--- config.mk ---
export PLATFORM = sky130hd
export DESIGN_NAME = gbs_iou_unit
export DESIGN_NICKNAME = d
export VERILOG_FILES = /design/src/gbs_pkg.sv /design/src/gbs_iou_unit.sv
export SDC_FILE = /design/constraint.sdc
export NUM_CORES = 2
export LEC_CHECK = 0
export BUFFER_PORTS_ARGS = -buffer_cell sky130_fd_sc_hd__buf_2
export CORE_AREA = 2 2 290 292
export DETAILED_ROUTE_END_ITERATION = 10
export DIE_AREA = 0 0 292 294
export PLACE_DENSITY = 0.73
export SLEW_MARGIN = 20
export SYNTH_ARGS = -nofsm -noshare
export SYNTH_HDL_FRONTEND = slang
export SYNTH_SLANG_ARGS = --single-unit
--- constraint.sdc ---
create_clock -name aclk -period 24.2 [get_ports aclk]
set_clock_uncertainty 0.05 [all_clocks]
set_input_delay 3.63 -clock aclk [delete_from_list [all_inputs] [get_ports aclk]]
set_output_delay 3.63 -clock aclk [all_outputs]
set_load 0.005 [all_outputs]
--- src/gbs_pkg.sv ---
// Package for the greedy box suppression block: box record, stream layout,
// sequencer states and the request/response records of the overlap unit. No dependencies.
`timescale 1ns / 1ps

package gbs_pkg;

    localparam int COORD_W     = 16;
    localparam int SIZE_W      = 15;
    localparam int INDEX_W     = 12;
    localparam int THR_W       = 16;
    localparam int AREA_W      = 2 * SIZE_W;
    localparam int UNION_W     = AREA_W + 1;
    localparam int S_TDATA_W   = 80;
    localparam int M_TDATA_W   = 16;
    localparam logic [THR_W-1:0] THR_RESET = 16'd29491;

    typedef struct packed {
        logic [SIZE_W-1:0]         h;
        logic [SIZE_W-1:0]         w;
        logic signed [COORD_W-1:0] y;
        logic signed [COORD_W-1:0] x;
    } box_t;

    localparam int BOX_W = $bits(box_t);

    typedef struct packed {
        logic valid;
        box_t b;
    } iou_req_t;

    typedef struct packed {
        logic valid;
        logic hit;
        logic busy;
    } iou_rsp_t;

    typedef enum logic [4:0] {
        ST_IDLE  = 5'b00001,
        ST_AREA  = 5'b00010,
        ST_SCAN  = 5'b00100,
        ST_DRAIN = 5'b01000,
        ST_DONE  = 5'b10000
    } state_t;

endpackage

--- src/gbs_iou_unit.sv ---
// Pipelined overlap test: one stored box per cycle against the current box.
// Depends on gbs_pkg.
`timescale 1ns / 1ps

module gbs_iou_unit (
    input  logic                         aclk,
    input  logic                         aresetn,
    input  gbs_pkg::box_t                box_a,
    input  logic [gbs_pkg::AREA_W-1:0]   area_a,
    input  logic [gbs_pkg::THR_W-1:0]    threshold,
    input  gbs_pkg::iou_req_t            req,
    output gbs_pkg::iou_rsp_t            rsp
);
    import gbs_pkg::*;

    localparam int EXT_W = COORD_W + 2;
    localparam int LHS_W = AREA_W + 16;
    localparam int PRD_W = UNION_W + THR_W;

    logic signed [EXT_W-1:0] ax0, ay0, ax1, ay1, bx0, by0, bx1, by1;
    logic signed [EXT_W-1:0] lo_x, lo_y, hi_x, hi_y, dx, dy;

    logic                v1_reg, v2_reg, v3_reg, v4_reg;
    logic [SIZE_W-1:0]   iw_reg, ih_reg;
    logic [AREA_W-1:0]   area_b1_reg, area_b2_reg, inter2_reg, inter3_reg;
    logic [UNION_W-1:0]  uni3_reg;
    logic [LHS_W-1:0]    lhs4_reg;
    logic [PRD_W-1:0]    prod4_reg;
    logic                uz4_reg;

    // Edges widened so that right and bottom edges cannot wrap.
    always_comb begin
        ax0  = EXT_W'(box_a.x);
        ay0  = EXT_W'(box_a.y);
        ax1  = ax0 + $signed({3'b000, box_a.w});
        ay1  = ay0 + $signed({3'b000, box_a.h});
        bx0  = EXT_W'(req.b.x);
        by0  = EXT_W'(req.b.y);
        bx1  = bx0 + $signed({3'b000, req.b.w});
        by1  = by0 + $signed({3'b000, req.b.h});
        lo_x = (ax0 > bx0) ? ax0 : bx0;
        lo_y = (ay0 > by0) ? ay0 : by0;
        hi_x = (ax1 < bx1) ? ax1 : bx1;
        hi_y = (ay1 < by1) ? ay1 : by1;
        dx   = hi_x - lo_x;
        dy   = hi_y - lo_y;
    end

    always_ff @(posedge aclk) begin
        if (!aresetn) begin
            v1_reg <= 1'b0;
            v2_reg <= 1'b0;
            v3_reg <= 1'b0;
            v4_reg <= 1'b0;
        end else begin
            v1_reg <= req.valid;
            v2_reg <= v1_reg;
            v3_reg <= v2_reg;
            v4_reg <= v3_reg;
        end
    end

    always_ff @(posedge aclk) begin
        // A positive overlap never exceeds the box width, so it fits in SIZE_W bits.
        iw_reg      <= (dx > 0) ? dx[SIZE_W-1:0] : '0;
        ih_reg      <= (dy > 0) ? dy[SIZE_W-1:0] : '0;
        area_b1_reg <= req.b.w * req.b.h;

        inter2_reg  <= iw_reg * ih_reg;
        area_b2_reg <= area_b1_reg;

        uni3_reg    <= UNION_W'(area_a) + UNION_W'(area_b2_reg) - UNION_W'(inter2_reg);
        inter3_reg  <= inter2_reg;

        prod4_reg   <= threshold * uni3_reg;
        lhs4_reg    <= {inter3_reg, 16'h0000};
        uz4_reg     <= (uni3_reg == '0);
    end

    always_comb begin
        rsp.valid = v4_reg;
        rsp.hit   = !uz4_reg && (PRD_W'(lhs4_reg) > prod4_reg);
        rsp.busy  = v1_reg | v2_reg | v3_reg | v4_reg;
    end

endmodule

Word-level counts from Yosys, hierarchy flattened
Index checks and enable logic that the tools add are counted.

operators by class
  add/subtract/negate cells = 8
  multipliers = 3
  div/mod/pow operators = 0
  $lt $le $gt $ge = 7
  equal/unequal tests = 0
  shift operators = 0
  multiplexer cells = 4
  bitwise operators = 3
  reduce and logical (&&, ||, !) cells = 3

operator list
  operator                                                               number
  18-bit two-way mux                                                     4
  16-bit by 16-bit adder with 17-bit output                              4
  15-bit by 15-bit multiplier with 30-bit output                         2
  46-bit by 47-bit > comparator with 1-bit output                        1
  16-bit by 31-bit multiplier with 47-bit output                         1
  18-bit by 1-bit > comparator with 1-bit output, second input constant  2
  18-bit subtractor                                                      2
  17-bit less-than comparator                                            2
  16-bit > comparator                                                    2
  30-bit by 30-bit adder with 31-bit output                              1
  31-bit logical NOT                                                     1
  31-bit by 30-bit subtractor with 31-bit output                         1
  1-bit OR                                                               3
  1-bit logical AND                                                      1
  1-bit logical NOT                                                      1

storage, ports and cells
  register bits = 263
  latch bits = 0
  bits in writable memories = 0
  ROM bits = 0
  input bits = 173
  output and inout port bits = 3
  word-level logic and storage cells = 42
  memories = 0

Longest topological paths before layout
  depth in word-level cells = 5
  gate-level depth with buffers = 32
  gate-level depth less buffers = 31

Least setup slack after synthesis
Ideal clock, no wire load.

  path type = in2reg
  start point = input req[16] (netlist name)
  end point = register ih_reg[0]
  library setup time = 0.129 ns
  arrival time = 9.899 ns
  required time = 24.021 ns
  setup slack = 14.122 ns
  cell stages on the path = 29
  path buffers = 1
  cell sequence = ha_1 > fa_1 > a211oi_1 > o21ai_0 > o21a_1 > a21oi_1 > xnor2_1 > inv_1 > ha_1 > or4_1 > or3_1 > a31o_2 > nor3_1 > o2111ai_2 > nand2_2 > mux2i_1 > ha_1 > inv_1 > fa_1 > a211oi_1 > o21ai_1 > and3_1 > or3_1 > xor2_1 > nor4_1 > nand4_1 > o31ai_2 > buf_4 > nor3_1

on the way
  cells in the longest elaborated chain, start to end = 5
  elaborated cells on any way between the ends = 7
  those cells by class = add/sub (2); order compare (3); mux (2)

ends and longest elaborated chain
  what                                            RTL line            RTL
  start: declaration                              gbs_iou_unit.sv:11  input gbs_pkg::iou_req_t req,
  16-bit by 16-bit adder with 17-bit output       gbs_iou_unit.sv:40  by1 = by0 + $signed({3'b000, req.b.h});
  17-bit less-than comparator                     gbs_iou_unit.sv:44  hi_y = (ay1 < by1) ? ay1 : by1;
  18-bit two-way mux                              gbs_iou_unit.sv:44
  18-bit subtractor *                             gbs_iou_unit.sv:46  dy = hi_y - lo_y;
  18-bit by 1-bit > comparator with 1-bit output  gbs_iou_unit.sv:66  ih_reg <= (dy > 0) ? dy[SIZE_W-1:0] : '0;
  end signal: assignment                          gbs_iou_unit.sv:66
  end: declaration                                gbs_iou_unit.sv:24  logic [SIZE_W-1:0] iw_reg, ih_reg;

Every way passes the cells marked *; elsewhere a longest branch is shown, timed or not.
A chain may end at the register's enable or synchronous reset.

Final worst setup path
  start point = input req[47] (netlist name)
  end point = register ih_reg[1]

on the way
  cells in the longest elaborated chain, start to end = 5

ends and longest elaborated chain
  what                                            RTL line
  16-bit by 16-bit adder with 17-bit output *     gbs_iou_unit.sv:40
  17-bit less-than comparator                     gbs_iou_unit.sv:44
  18-bit two-way mux *                            gbs_iou_unit.sv:44
  18-bit subtractor *                             gbs_iou_unit.sv:46
  18-bit by 1-bit > comparator with 1-bit output  gbs_iou_unit.sv:66

Marks and branches as above.

==> qor.txt <==
========================================================================================
Status                                                                      finished, final reports clean
Flip-flop count of the largest register after layout                                  47
Post-layout instance count excluding filler cells                                   6201
Instance count after placement with tap cells included                              6149
Global-route wire length before repair                                         190000 um
Top flip-flop cell by instance count after synthesis                        sky130_fd_sc_hd__dfxtp_1
Routed vias/inst                                                                    5.59
Core Rows                                                                            106
Number of flip-flops and latches in the synthesized netlist                          263
Count of mapped cells out of synthesis                                              5059
Buffer type at the clock tree root                                          sky130_fd_sc_hd__clkbuf_16
Crit-path slowest cell                                                      sky130_fd_sc_hd__o31ai_2
Antenna violations before repair                                                      13
Max incr delay on CP                                                              750 ps
Data required, critical path                                                    24580 ps
Category of the critical setup timing path                                  input pin to flip-flop
Floorplan die width                                                               292 um
Via count of the first global-routing pass                                         36500
Area leader, netlist                                                        sky130_fd_sc_hd__fa_1
WHS Endpoint                                                                area_b2_reg[25]$_DFF_P_
Starting Density                                                                   54.5%
Overall die height                                                                294 um
Post-detailed-placement half-perimeter wirelength                               93400 um
Hold Buf Count CTS                                                                     0
TritonCTS Buffers                                                                     27
Remaining antenna violation count after routing                                        0
Area of all placed cells without fillers                                       47700 um2
Number of buffer and inverter instances along the worst setup path                     3
Core region area                                                               82900 um2
Largest net degree at the start of global routing                                     32
Gate family responsible for the most delay along the worst path             simple AND/OR/NAND/NOR gates
Average cell area after synthesis                                               8.93 um2
Count of final max-slew check failures                                                 0
Area after detailed placement                                                  46800 um2
Reg clk slew, reported paths                                                       70 ps
Summed instance area of the synthesized netlist                                45200 um2
Fmax achieved                                                                   89.6 MHz
Layout area overhead                                                               5.63%
Setup crit end kind                                                            flip-flop
Max-slew headroom at the worst pin                                                 24.1%
Register-to-register setup slack                                                16500 ps
Critical-path maximum fanout                                                          16
Worst reg2reg endpoint                                                      prod4_reg[41]$_DFF_P_
Final Hold Fails                                                                       0
Nets@finish                                                                         6569
Setup TNS                                                                           0 ps
Number of port buffers                                                               175
Transition at the pin with the smallest max-transition slack                     1140 ps
Minimum clock period after layout                                               11160 ps
Via count                                                                          34656
Maximum level of the CTS H-tree                                                        1
Setup fix buffers added after clock tree synthesis                                     0
Number of endpoints failing setup at the final stage                                   0
Depth of the worst register-to-register path                                          20
Max-cap violation count                                                                0
Share of post-route cells with drive strength above 1                              5.51%
Ports placed on the boundary                                                         176
First-pass detailed-route iteration total                                              6
Cell repeated most along the worst path                                     sky130_fd_sc_hd__ha_1
Net count after synthesis                                                           6530
Top cells by count, synth                                                   sky130_fd_sc_hd__inv_1 (941), sky130_fd_sc_hd__fa_1 (774), sky130_fd_sc_hd__nand2_1 (733)
GRT Total Usage                                                                    27.9%
Drt drc                                                                                0
WL final                                                                       116000 um
Clock latency on the worst-skew pair                                              590 ps
Register area share after synthesis                                                11.7%
Biggest area contributors in the synthesized netlist                        sky130_fd_sc_hd__fa_1 (34%), sky130_fd_sc_hd__ha_1 (15%), sky130_fd_sc_hd__dfxtp_1 (12%)
WL/cell                                                                          18.7 um
Worst min-delay path category                                               flip-flop to flip-flop
Detailed Route Iter0 Violations                                                     1969
Number of clock sinks seen by CTS                                                    263
Portion of the clock cycle consumed by the worst path in the final layout          46.1%
RSZ-0062 raised after global routing                                                  no
Share of the synthesized area in the top cell type                                 34.3%
Proportion of synthesized flip-flops having asynchronous set or reset                 0%
CTS tree                                                                            done
R2r startpoint                                                              uni3_reg[21]$_DFF_P_
Number of stages on the worst hold path                                                0
Arrival time at the worst endpoint                                              11540 ps
Max Buffers Root-to-Sink                                                               3
Overflow left after global routing                                                     0
Distinct cell type count of the synthesized netlist                                   84
# resized after CTS                                                                    0
Synth warn                                                                             0
Post-synth EDFFs                                                                       0
Most frequent cell after synthesis                                          sky130_fd_sc_hd__inv_1
Hold Startpoint                                                             area_b1_reg[25]$_DFF_P_
Die Footprint                                                                  85800 um2
Routability congestion estimate                                                    0.938
Startpoint kind of the worst setup timing path                                 input pin
========================================================================================
-- how the worst max path moves through the flow --
stage,startpoint,to,slack [ps],depth (start not counted)
3_3_place_gp,req[47],ih_reg[11]$_SDFF_PP0_,12670,29
3_5_place_dp,req[47],ih_reg[5]$_SDFF_PP0_,12600,29
4_1_cts,req[47],ih_reg[5]$_SDFF_PP0_,13160,29
2_1_floorplan,req[16],ih_reg[0]$_SDFF_PP0_,14120,29
6_report,req[47],ih_reg[1]$_SDFF_PP0_,13040,29
5_1_grt,req[47],ih_reg[5]$_SDFF_PP0_,12420,30
-- logic make-up (layout without fill, tap and decap cells) --
group	count (synthesis)	after routing	share of synthesized area, %
flops	263	263	11.7
compound gates	632	632	9.40
other cells	0	4	0
simple gates	1500	1500	15.8
mux	65	65	1.53
fa+ha+maj	1299	1299	48.8
buf+inv	1123	1181	9.42
xor+xnor	177	177	3.43
-- per-stage QoR --
stage	setup slack, ps	utilization (%)	hold WS (ps)
after global routing	12420	57.6	274
after floorplan	14120	-	260
final	13040	57.6	270
after detailed placement	12600	56.5	262
after global placement	12670	56.5	260
after CTS	13160	57.6	269
-- final cells by class --
cell class,instances,area [um2]
multi-input cells,3673,35700
clock inverters,15,166
flip-flops and latches,263,5270
diodes,4,10.0
repair buffers,192,1000
inverters,941,3530
clock buffers,33,728
fillers,7233,35200
well taps,1080,1350
-- cells in the final DEF, fill, tap and decap left out, types with 45 or more instances in the layout --
cell type                 count
sky130_fd_sc_hd__xor2_1      58
sky130_fd_sc_hd__inv_1      941
sky130_fd_sc_hd__nand2_1    733
sky130_fd_sc_hd__nor3_1      69
sky130_fd_sc_hd__fa_1       774
sky130_fd_sc_hd__and2_1     324
sky130_fd_sc_hd__mux2i_1     45
sky130_fd_sc_hd__ha_1       524
sky130_fd_sc_hd__xnor2_1    119
sky130_fd_sc_hd__a21o_1     107
sky130_fd_sc_hd__buf_2      175
sky130_fd_sc_hd__nor2_1     141
sky130_fd_sc_hd__a21oi_1    155
sky130_fd_sc_hd__dfxtp_1    263
sky130_fd_sc_hd__nand3_1     50
sky130_fd_sc_hd__o21ai_0     91
sky130_fd_sc_hd__o21a_1      56
-- per-layer routing --
layer | global-route usage, % | up-vias | part of all wire [%]
met4 | 10.5 | 24 | 4.3
met5 | 0 | - | 0.14
met2 | 48.1 | 1223 | 48
li1 | - | 16017 | -
met1 | 35.1 | 17087 | 41
met3 | 4.72 | 305 | 7.3
Power is not shown: default switching activity piles up to over one toggle a cycle in this logic, so the estimate is an artifact.
